[config.mk]
export PLATFORM = sky130hd
export DESIGN_NAME = bcd_clock_time_setter_unit
export DESIGN_NICKNAME = d
export VERILOG_FILES = /design/src/rtl/core/bcdts_pkg.sv /design/src/rtl/core/bcd_clock_time_setter_unit.sv
export SDC_FILE = /design/constraint.sdc
export NUM_CORES = 1
export LEC_CHECK = 0
export BUFFER_PORTS_ARGS = -buffer_cell sky130_fd_sc_hd__buf_2
export CORE_ASPECT_RATIO = 0.9
export CORE_MARGIN = 5
export CORE_UTILIZATION = 45
export DETAILED_ROUTE_END_ITERATION = 12
export GPL_TIMING_DRIVEN = 0
export PLACE_DENSITY_LB_ADDON = 0.2
export SLEW_MARGIN = 10
export SYNTH_ARGS = -nofsm -noshare
export SYNTH_HDL_FRONTEND = slang
export SYNTH_SLANG_ARGS = --single-unit
[constraint.sdc]
create_clock -name clock -period 5.3 [get_ports clock]
set_clock_uncertainty 0.1 [all_clocks]
set_input_delay 0.53 -clock clock [delete_from_list [all_inputs] [get_ports clock]]
set_output_delay 0.53 -clock clock [all_outputs]
set_load 0.02 [all_outputs]
[src/rtl/core/bcdts_pkg.sv]
package bcdts_pkg;

   // Command codes carried on the input channel.
   localparam logic CMD_KEY  = 1'b0;
   localparam logic CMD_LOAD = 1'b1;

   // Key codes that the controller reacts to.
   localparam logic [7:0] KEY_UP    = 8'h19;
   localparam logic [7:0] KEY_DOWN  = 8'h18;
   localparam logic [7:0] KEY_LEFT  = 8'h17;
   localparam logic [7:0] KEY_RIGHT = 8'h16;
   localparam logic [7:0] KEY_ENTER = 8'h0D;
   localparam logic [7:0] KEY_ESC   = 8'h1B;

   // Field selection codes.
   localparam logic [1:0] FIELD_IDLE   = 2'd0;
   localparam logic [1:0] FIELD_HOUR   = 2'd1;
   localparam logic [1:0] FIELD_MINUTE = 2'd2;
   localparam logic [1:0] FIELD_SECOND = 2'd3;

   // Wrap points of the BCD step.
   localparam logic [7:0] HOUR_WRAP_UP    = 8'h24;
   localparam logic [7:0] MINSEC_WRAP_UP  = 8'h60;
   localparam logic [7:0] WRAP_DOWN       = 8'hF9;
   localparam logic [7:0] HOUR_MAX        = 8'h23;
   localparam logic [7:0] MINSEC_MAX      = 8'h59;

   // One BCD increment with wrap at 24 or 60.
   function automatic logic [7:0] bcd_up(input logic [7:0] value, input logic is_hour);
      logic [7:0] r;
      r = value + 8'd1;
      if (r[3:0] == 4'hA) begin
         r = {r[7:4] + 4'd1, 4'h0};
      end
      if (r == (is_hour ? HOUR_WRAP_UP : MINSEC_WRAP_UP)) begin
         r = 8'h00;
      end
      return r;
   endfunction

   // One BCD decrement with wrap below zero.
   function automatic logic [7:0] bcd_down(input logic [7:0] value, input logic is_hour);
      logic [7:0] r;
      r = value - 8'd1;
      if (r[3:0] == 4'hF) begin
         r = {r[7:4], 4'h9};
      end
      if (r == WRAP_DOWN) begin
         r = is_hour ? HOUR_MAX : MINSEC_MAX;
      end
      return r;
   endfunction

endpackage

[src/rtl/core/bcd_clock_time_setter_unit.sv]
// A request passes through the input register and then the response register before it
// shows on the response port. Throughput: one request per cycle while no response is
// stalled. While a response is stalled, the input register takes one more request,
// and then req_stall rises until the response leaves.
// Reset (synchronous, active high) clears both valid flags, selects the idle field,
// clears the cursor and sets the buffered hour, minute and second to zero.
module bcd_clock_time_setter_unit
   import bcdts_pkg::*;
(
   input  logic       clock,
   input  logic       reset,

   input  logic       req_valid,
   output logic       req_stall,
   input  logic       req_cmd,
   input  logic [7:0] req_key_code,
   input  logic [7:0] req_live_hour,
   input  logic [7:0] req_live_minute,
   input  logic [7:0] req_live_second,

   output logic       rsp_valid,
   input  logic       rsp_stall,
   output logic [7:0] rsp_hour_bcd,
   output logic [7:0] rsp_minute_bcd,
   output logic [7:0] rsp_second_bcd,
   output logic [1:0] rsp_set_field,
   output logic       rsp_cursor_on,
   output logic       rsp_save_strobe
);

   // Input register stage. It holds one request until the state update
   // stage can take it.
   logic       in_valid_ff;
   logic       in_cmd_ff;
   logic [7:0] in_key_ff;
   logic [7:0] in_hour_ff;
   logic [7:0] in_minute_ff;
   logic [7:0] in_second_ff;

   // Controller state. The response payload is read straight from these
   // registers, since they change only when a new response is loaded.
   logic [1:0] field_ff,  field_in;
   logic [7:0] hour_ff,   hour_in;
   logic [7:0] minute_ff, minute_in;
   logic [7:0] second_ff, second_in;
   logic       cursor_ff, cursor_in;
   logic       save_ff,   save_in;
   logic       out_valid_ff;

   logic out_move;
   logic in_load;

   // The response register is free when it is empty or its response is
   // being taken in this cycle; the held request then moves into it.
   assign out_move  = in_valid_ff && (!out_valid_ff || !rsp_stall);
   assign req_stall = in_valid_ff && !out_move;
   assign in_load   = req_valid && !req_stall;

   // Next state for the request that sits in the input register.
   always_comb begin
      field_in  = field_ff;
      hour_in   = hour_ff;
      minute_in = minute_ff;
      second_in = second_ff;
      cursor_in = cursor_ff;
      save_in   = 1'b0;
      if (in_cmd_ff == CMD_LOAD) begin
         // Live bytes are copied as given, valid BCD or not.
         hour_in   = in_hour_ff;
         minute_in = in_minute_ff;
         second_in = in_second_ff;
      end else begin
         case (in_key_ff)
            KEY_UP, KEY_DOWN: begin
               case (field_ff)
                  FIELD_HOUR: begin
                     hour_in = (in_key_ff == KEY_UP) ? bcd_up(hour_ff, 1'b1)
                                                     : bcd_down(hour_ff, 1'b1);
                  end
                  FIELD_MINUTE: begin
                     minute_in = (in_key_ff == KEY_UP) ? bcd_up(minute_ff, 1'b0)
                                                       : bcd_down(minute_ff, 1'b0);
                  end
                  FIELD_SECOND: begin
                     second_in = (in_key_ff == KEY_UP) ? bcd_up(second_ff, 1'b0)
                                                       : bcd_down(second_ff, 1'b0);
                  end
                  default: begin
                  end
               endcase
            end
            KEY_LEFT: begin
               // Rotation only applies while a field is selected.
               if (field_ff != FIELD_IDLE) begin
                  field_in = (field_ff == FIELD_HOUR) ? FIELD_SECOND : field_ff - 2'd1;
               end
            end
            KEY_RIGHT: begin
               if (field_ff != FIELD_IDLE) begin
                  field_in = (field_ff == FIELD_SECOND) ? FIELD_HOUR : field_ff + 2'd1;
               end
            end
            KEY_ENTER: begin
               // Enter either starts setting on the hour, or leaves and saves.
               if (field_ff == FIELD_IDLE) begin
                  field_in  = FIELD_HOUR;
                  cursor_in = 1'b1;
               end else begin
                  field_in  = FIELD_IDLE;
                  cursor_in = 1'b0;
                  save_in   = 1'b1;
               end
            end
            KEY_ESC: begin
               field_in  = FIELD_IDLE;
               cursor_in = 1'b0;
            end
            default: begin
            end
         endcase
      end
   end

   always_ff @(posedge clock) begin
      if (reset) begin
         in_valid_ff <= 1'b0;
      end else if (in_load) begin
         in_valid_ff <= 1'b1;
      end else if (out_move) begin
         in_valid_ff <= 1'b0;
      end
   end

   always_ff @(posedge clock) begin
      if (in_load) begin
         in_cmd_ff    <= req_cmd;
         in_key_ff    <= req_key_code;
         in_hour_ff   <= req_live_hour;
         in_minute_ff <= req_live_minute;
         in_second_ff <= req_live_second;
      end
   end

   always_ff @(posedge clock) begin
      if (reset) begin
         out_valid_ff <= 1'b0;
         field_ff     <= FIELD_IDLE;
         hour_ff      <= 8'h00;
         minute_ff    <= 8'h00;
         second_ff    <= 8'h00;
         cursor_ff    <= 1'b0;
      end else begin
         if (out_move) begin
            out_valid_ff <= 1'b1;
            field_ff     <= field_in;
            hour_ff      <= hour_in;
            minute_ff    <= minute_in;
            second_ff    <= second_in;
            cursor_ff    <= cursor_in;
         end else if (!rsp_stall) begin
            out_valid_ff <= 1'b0;
         end
      end
   end

   always_ff @(posedge clock) begin
      if (out_move) begin
         save_ff <= save_in;
      end
   end

   assign rsp_valid       = out_valid_ff;
   assign rsp_hour_bcd    = hour_ff;
   assign rsp_minute_bcd  = minute_ff;
   assign rsp_second_bcd  = second_ff;
   assign rsp_set_field   = field_ff;
   assign rsp_cursor_on   = cursor_ff;
   assign rsp_save_strobe = save_ff;

`ifndef SYNTH
   // The cursor is shown exactly while some field is selected.
   a_cursor_tracks_field: assert property (@(posedge clock) disable iff (reset)
      cursor_ff == (field_ff != FIELD_IDLE))
      else $error("cursor flag disagrees with field selection");

   // A save request always leaves setting mode.
   a_save_leaves_setting: assert property (@(posedge clock) disable iff (reset)
      (out_valid_ff && save_ff) |-> (field_ff == FIELD_IDLE && !cursor_ff))
      else $error("save strobe while still in setting mode");

   // A load transfer copies the live hour into the buffer.
   a_load_copies_hour: assert property (@(posedge clock) disable iff (reset)
      (out_move && in_cmd_ff == CMD_LOAD) |=> (hour_ff == $past(in_hour_ff)))
      else $error("load did not copy the live hour");

   // The input stage never drops a held request.
   a_hold_request: assert property (@(posedge clock) disable iff (reset)
      (in_valid_ff && !out_move) |=> in_valid_ff)
      else $error("held request lost");
`endif

endmodule

==> metrics.yaml <==
finish:
  layout.cells.non_filler: 758
  layout-drive-gt1-share_pct: 18.8
  n_fill_cell: 953
  syn_to_final_growth_pct: 18.6
  fin_nets: 679
  diodes: 0
synth:
  ys_async_sr_fraction_pct: 0
  synth-seq-cells: 63
  synth_edf_count: 34
  synth_top_area_share_pct: 22.1
  ys_seq_area_share_pct: 34.6
  yosysMostFrequentCell: "nand2_1"
  yosys-top-cells-count: "nand2_1 (57), nor2_1 (45), edfxtp_1 (34)"
  synth_mux_area_share_pct: 1.59
  yosys.area_share.simple_pct: 22.2
  synth-compound-area-share_pct: 23.5
  syn-num-nets: 602
  synth_fa_ha_area_share_pct: 4.86
  avgSynthCellArea_sq_um: 8.46
  synthXorXnorAreaFrac_pct: 6.97
  netlist_instances: 547
  netlist_top_cells_area: "edfxtp_1 (22%), dfxtp_1 (13%), ha_1 (4.9%), nand2_1 (4.6%), xnor2_1 (3.8%)"
  synth_top_family_by_area: "compound AO/OA/AOI/OAI gates"
  synth_flop_cell: "edfxtp_1"
  synth.distinct_cells: 71
  ys_warn_count: 0
  synth_area_sq_um: 4630
  synth_area_leader_cell: "edfxtp_1"
floorplan:
  core-area_sq_um: 10200
  die_h_um: 106
  dieWidth_um: 117
  placementRows: 35
  die-area_sq_um: 12400
  start_util_pct: 45.6
  pin_count: 67
setup_path:
  timing.rr.end: "rsp_hour_bcd[4]$_SDFFE_PP0P_"
  start_kind: "register"
  r2r_cells: 11
  cp_data_required_time_ns: 5.40
  critPathArrivalTime_ns: 3.09
  r2r_slack_ns: 2.31
  r2r-start: "rsp_hour_bcd[0]$_SDFFE_PP0P_"
  cp-end-kind: "register"
  worstSetupPathType: "reg2reg"
  crit_fanout: 9
clock_network:
  cts_tree: "built"
  numCtsBuffers: 9
  htreeDepth: 3
  root_buffer: "clkbuf_16"
  ctsHoldBuffers: 0
  clock_latency_ns: 0.33
  clkSinkCount: 63
  cts_resized: 0
  clk_pin_slew_ns: 0.06
  clockBufferDepth: 2
  cts_setup_buffers: 0
detailed_routing:
  drt_iter0_markers: 426
  via_per_inst: 6.13
  first_pass_iters: 5
  wl_per_cell_um: 18.3
  ant_nets: 0
  drc_errors: 0
  vias: 4644
  wl_um: 13800
power_and_ir_drop:
  power.internal_mw: 1.11
  switching_share_pct: 28.0
  seqPwrFrac_pct: 36.6
  ir_drop_v: 0.000229
  clockPowerShare_pct: 43.6
  powerDensity_nw_per_um2: 280
  power_switching_uw: 431
  p_leak_nw: 2.13
  p_comb_share_pct: 19.8
run_status:
  status: "finished clean"
sta:
  whs_ns: 0.267
  setup_ws_ns: 2.31
  fmaxAchievable_ghz: 0.334
  period_needed_ns: 2.99
  slew_headroom_pct: 51.3
  tightest_slew_ns: 0.730
  finalSetupTns_ns: 0
  timing.final.crit_share_pct: 56.4
  setup_viol: 0
  rsz0062_at_grt: "false"
  hold_violations: 0
  slew_violations: 0
min_path:
  worst_hold_path_type: "in2reg"
  min_from: "req_live_minute[0]"
  holdPathStages: 1
  worstHoldEndpoint: "in_minute_ff[0]$_DFFE_PP_"
global_route:
  grt-busiest-layer: "met2"
  grtUsageMet2_pct: 34.9
  gr-usage-met1_pct: 31.7
  grt_use_total_pct: 22.8
  antenna_found_initial: 0
  overflow: 0
  gr-usage-met3_pct: 4.95
  grt_pass1_vias: 4357
  grt_max_degree: 20
  grt_first_pass_wirelength_um: 22100
placement:
  numPortBuffers: 65
  globalplace.congestion: 0.905
  preCtsSetupSlack_ns: 2.33
  dp_hpwl_um: 9790
  dp_cells: 742
job:
  drv_cap: 0
-- worst max-delay path: stages, from the launching register on --
cell      delay (ns)
dfxtp_1         0.38
buf_2           0.24
inv_1           0.10
ha_1            0.20
buf_2           0.16
and3b_1         0.21
a21oi_1         0.04
or3_1           0.36
a221oi_2        0.41
nor2_1          0.16
a221oi_1        0.34
o32ai_1         0.14
-- metrics by stage --
stage          utilization [%]  power, mW  instance area [sq um]
2_1_floorplan                -      0.786                   4630
3_5_place_dp              50.7      0.871                   5150
4_1_cts                   54.0       1.55                   5490
6_report                  54.0       1.54                   5490
5_1_grt                   54.0       1.60                   5490
3_3_place_gp              50.4      0.863                   5120
-- final cells by class --
class	instances	area [sq um]	area share, %
multi-input cells	417	2750	50.1
inverters	24	90.1	1.64
clock inverters	6	88.8	1.62
plain buffers	43	196	3.58
clock buffers	10	250	4.56
repair buffers	66	353	6.43
flip-flops and latches	63	1600	29.2
well taps	129	161	2.94
-- sequential cells by signal, indices dropped and copies added (netlist names) --
signal           count
in_valid_ff          1
rsp_second_bcd       8
in_minute_ff         8
in_cmd_ff            1
rsp_valid            1
rsp_cursor_on        1
in_hour_ff           8
rsp_minute_bcd       8
rsp_set_field        2
in_second_ff         8
in_key_ff            8
rsp_hour_bcd         8
rsp_save_strobe      1
-- routing by layer --
metal	vias to the layer above	part of all wire (%)	routed length [um]
met2	231	46	6370
met3	20	8.7	1200
li1	2180	-	-
met1	2213	43	6020
met4	0	1.8	244
met5	-	0	0
-- worst max-delay path by stage --
stage / from / end / slack, ns / cells after the start
CTS: rsp_hour_bcd[0]$_SDFFE_PP0P_ / rsp_hour_bcd[4]$_SDFFE_PP0P_ / 2.33 / 11
detailed placement: rsp_hour_bcd[0]$_SDFFE_PP0P_ / rsp_hour_bcd[4]$_SDFFE_PP0P_ / 2.33 / 11
floorplan: rsp_stall / in_cmd_ff$_DFFE_PP_ / 2.46 / 2
global route: rsp_hour_bcd[0]$_SDFFE_PP0P_ / rsp_hour_bcd[4]$_SDFFE_PP0P_ / 2.06 / 11
global placement: rsp_stall / in_hour_ff[1]$_DFFE_PP_ / 1.63 / 3
finish: rsp_hour_bcd[0]$_SDFFE_PP0P_ / rsp_hour_bcd[4]$_SDFFE_PP0P_ / 2.31 / 11
-- layout by cell type (no fill, tap or decap), types with 5 or more instances in the layout --
cell and count:
a211oi_1 14, a21oi_1 31, a31oi_1 13, and2_1 6, and3_1 7, buf_2 78
clkbuf_1 27, clkbuf_16 10, dfxtp_1 29, edfxtp_1 34, ha_1 18, inv_1 24
nand2_1 57, nand2b_1 7, nand3_1 14, nand3b_1 5, nand4_1 9, nor2_1 45
nor3_1 14, o21ai_0 22, o31ai_1 6, o32ai_1 6, or3_1 6, xnor2_1 20
xor2_1 15
-- power groups by stage --
stage	registers, mW	clock network [mW]	logic (mW)
2_1_floorplan	0.581	0	0.205
3_3_place_gp	0.574	0	0.289
3_5_place_dp	0.573	0	0.298
4_1_cts	0.563	0.684	0.300
5_1_grt	0.566	0.705	0.333
6_report	0.563	0.671	0.305
-- logic make-up (layout without fill, tap and decap cells) --
| family | count (synthesis) | count (layout) |
|---|---|---|
| compound gates | 156 | 156 |
| buf+inv | 67 | 149 |
| mux | 7 | 7 |
| simple gates | 200 | 200 |
| xor+xnor | 36 | 36 |
| flops | 63 | 63 |
| fa+ha+maj | 18 | 18 |
(Power assumes the default switching activity.)
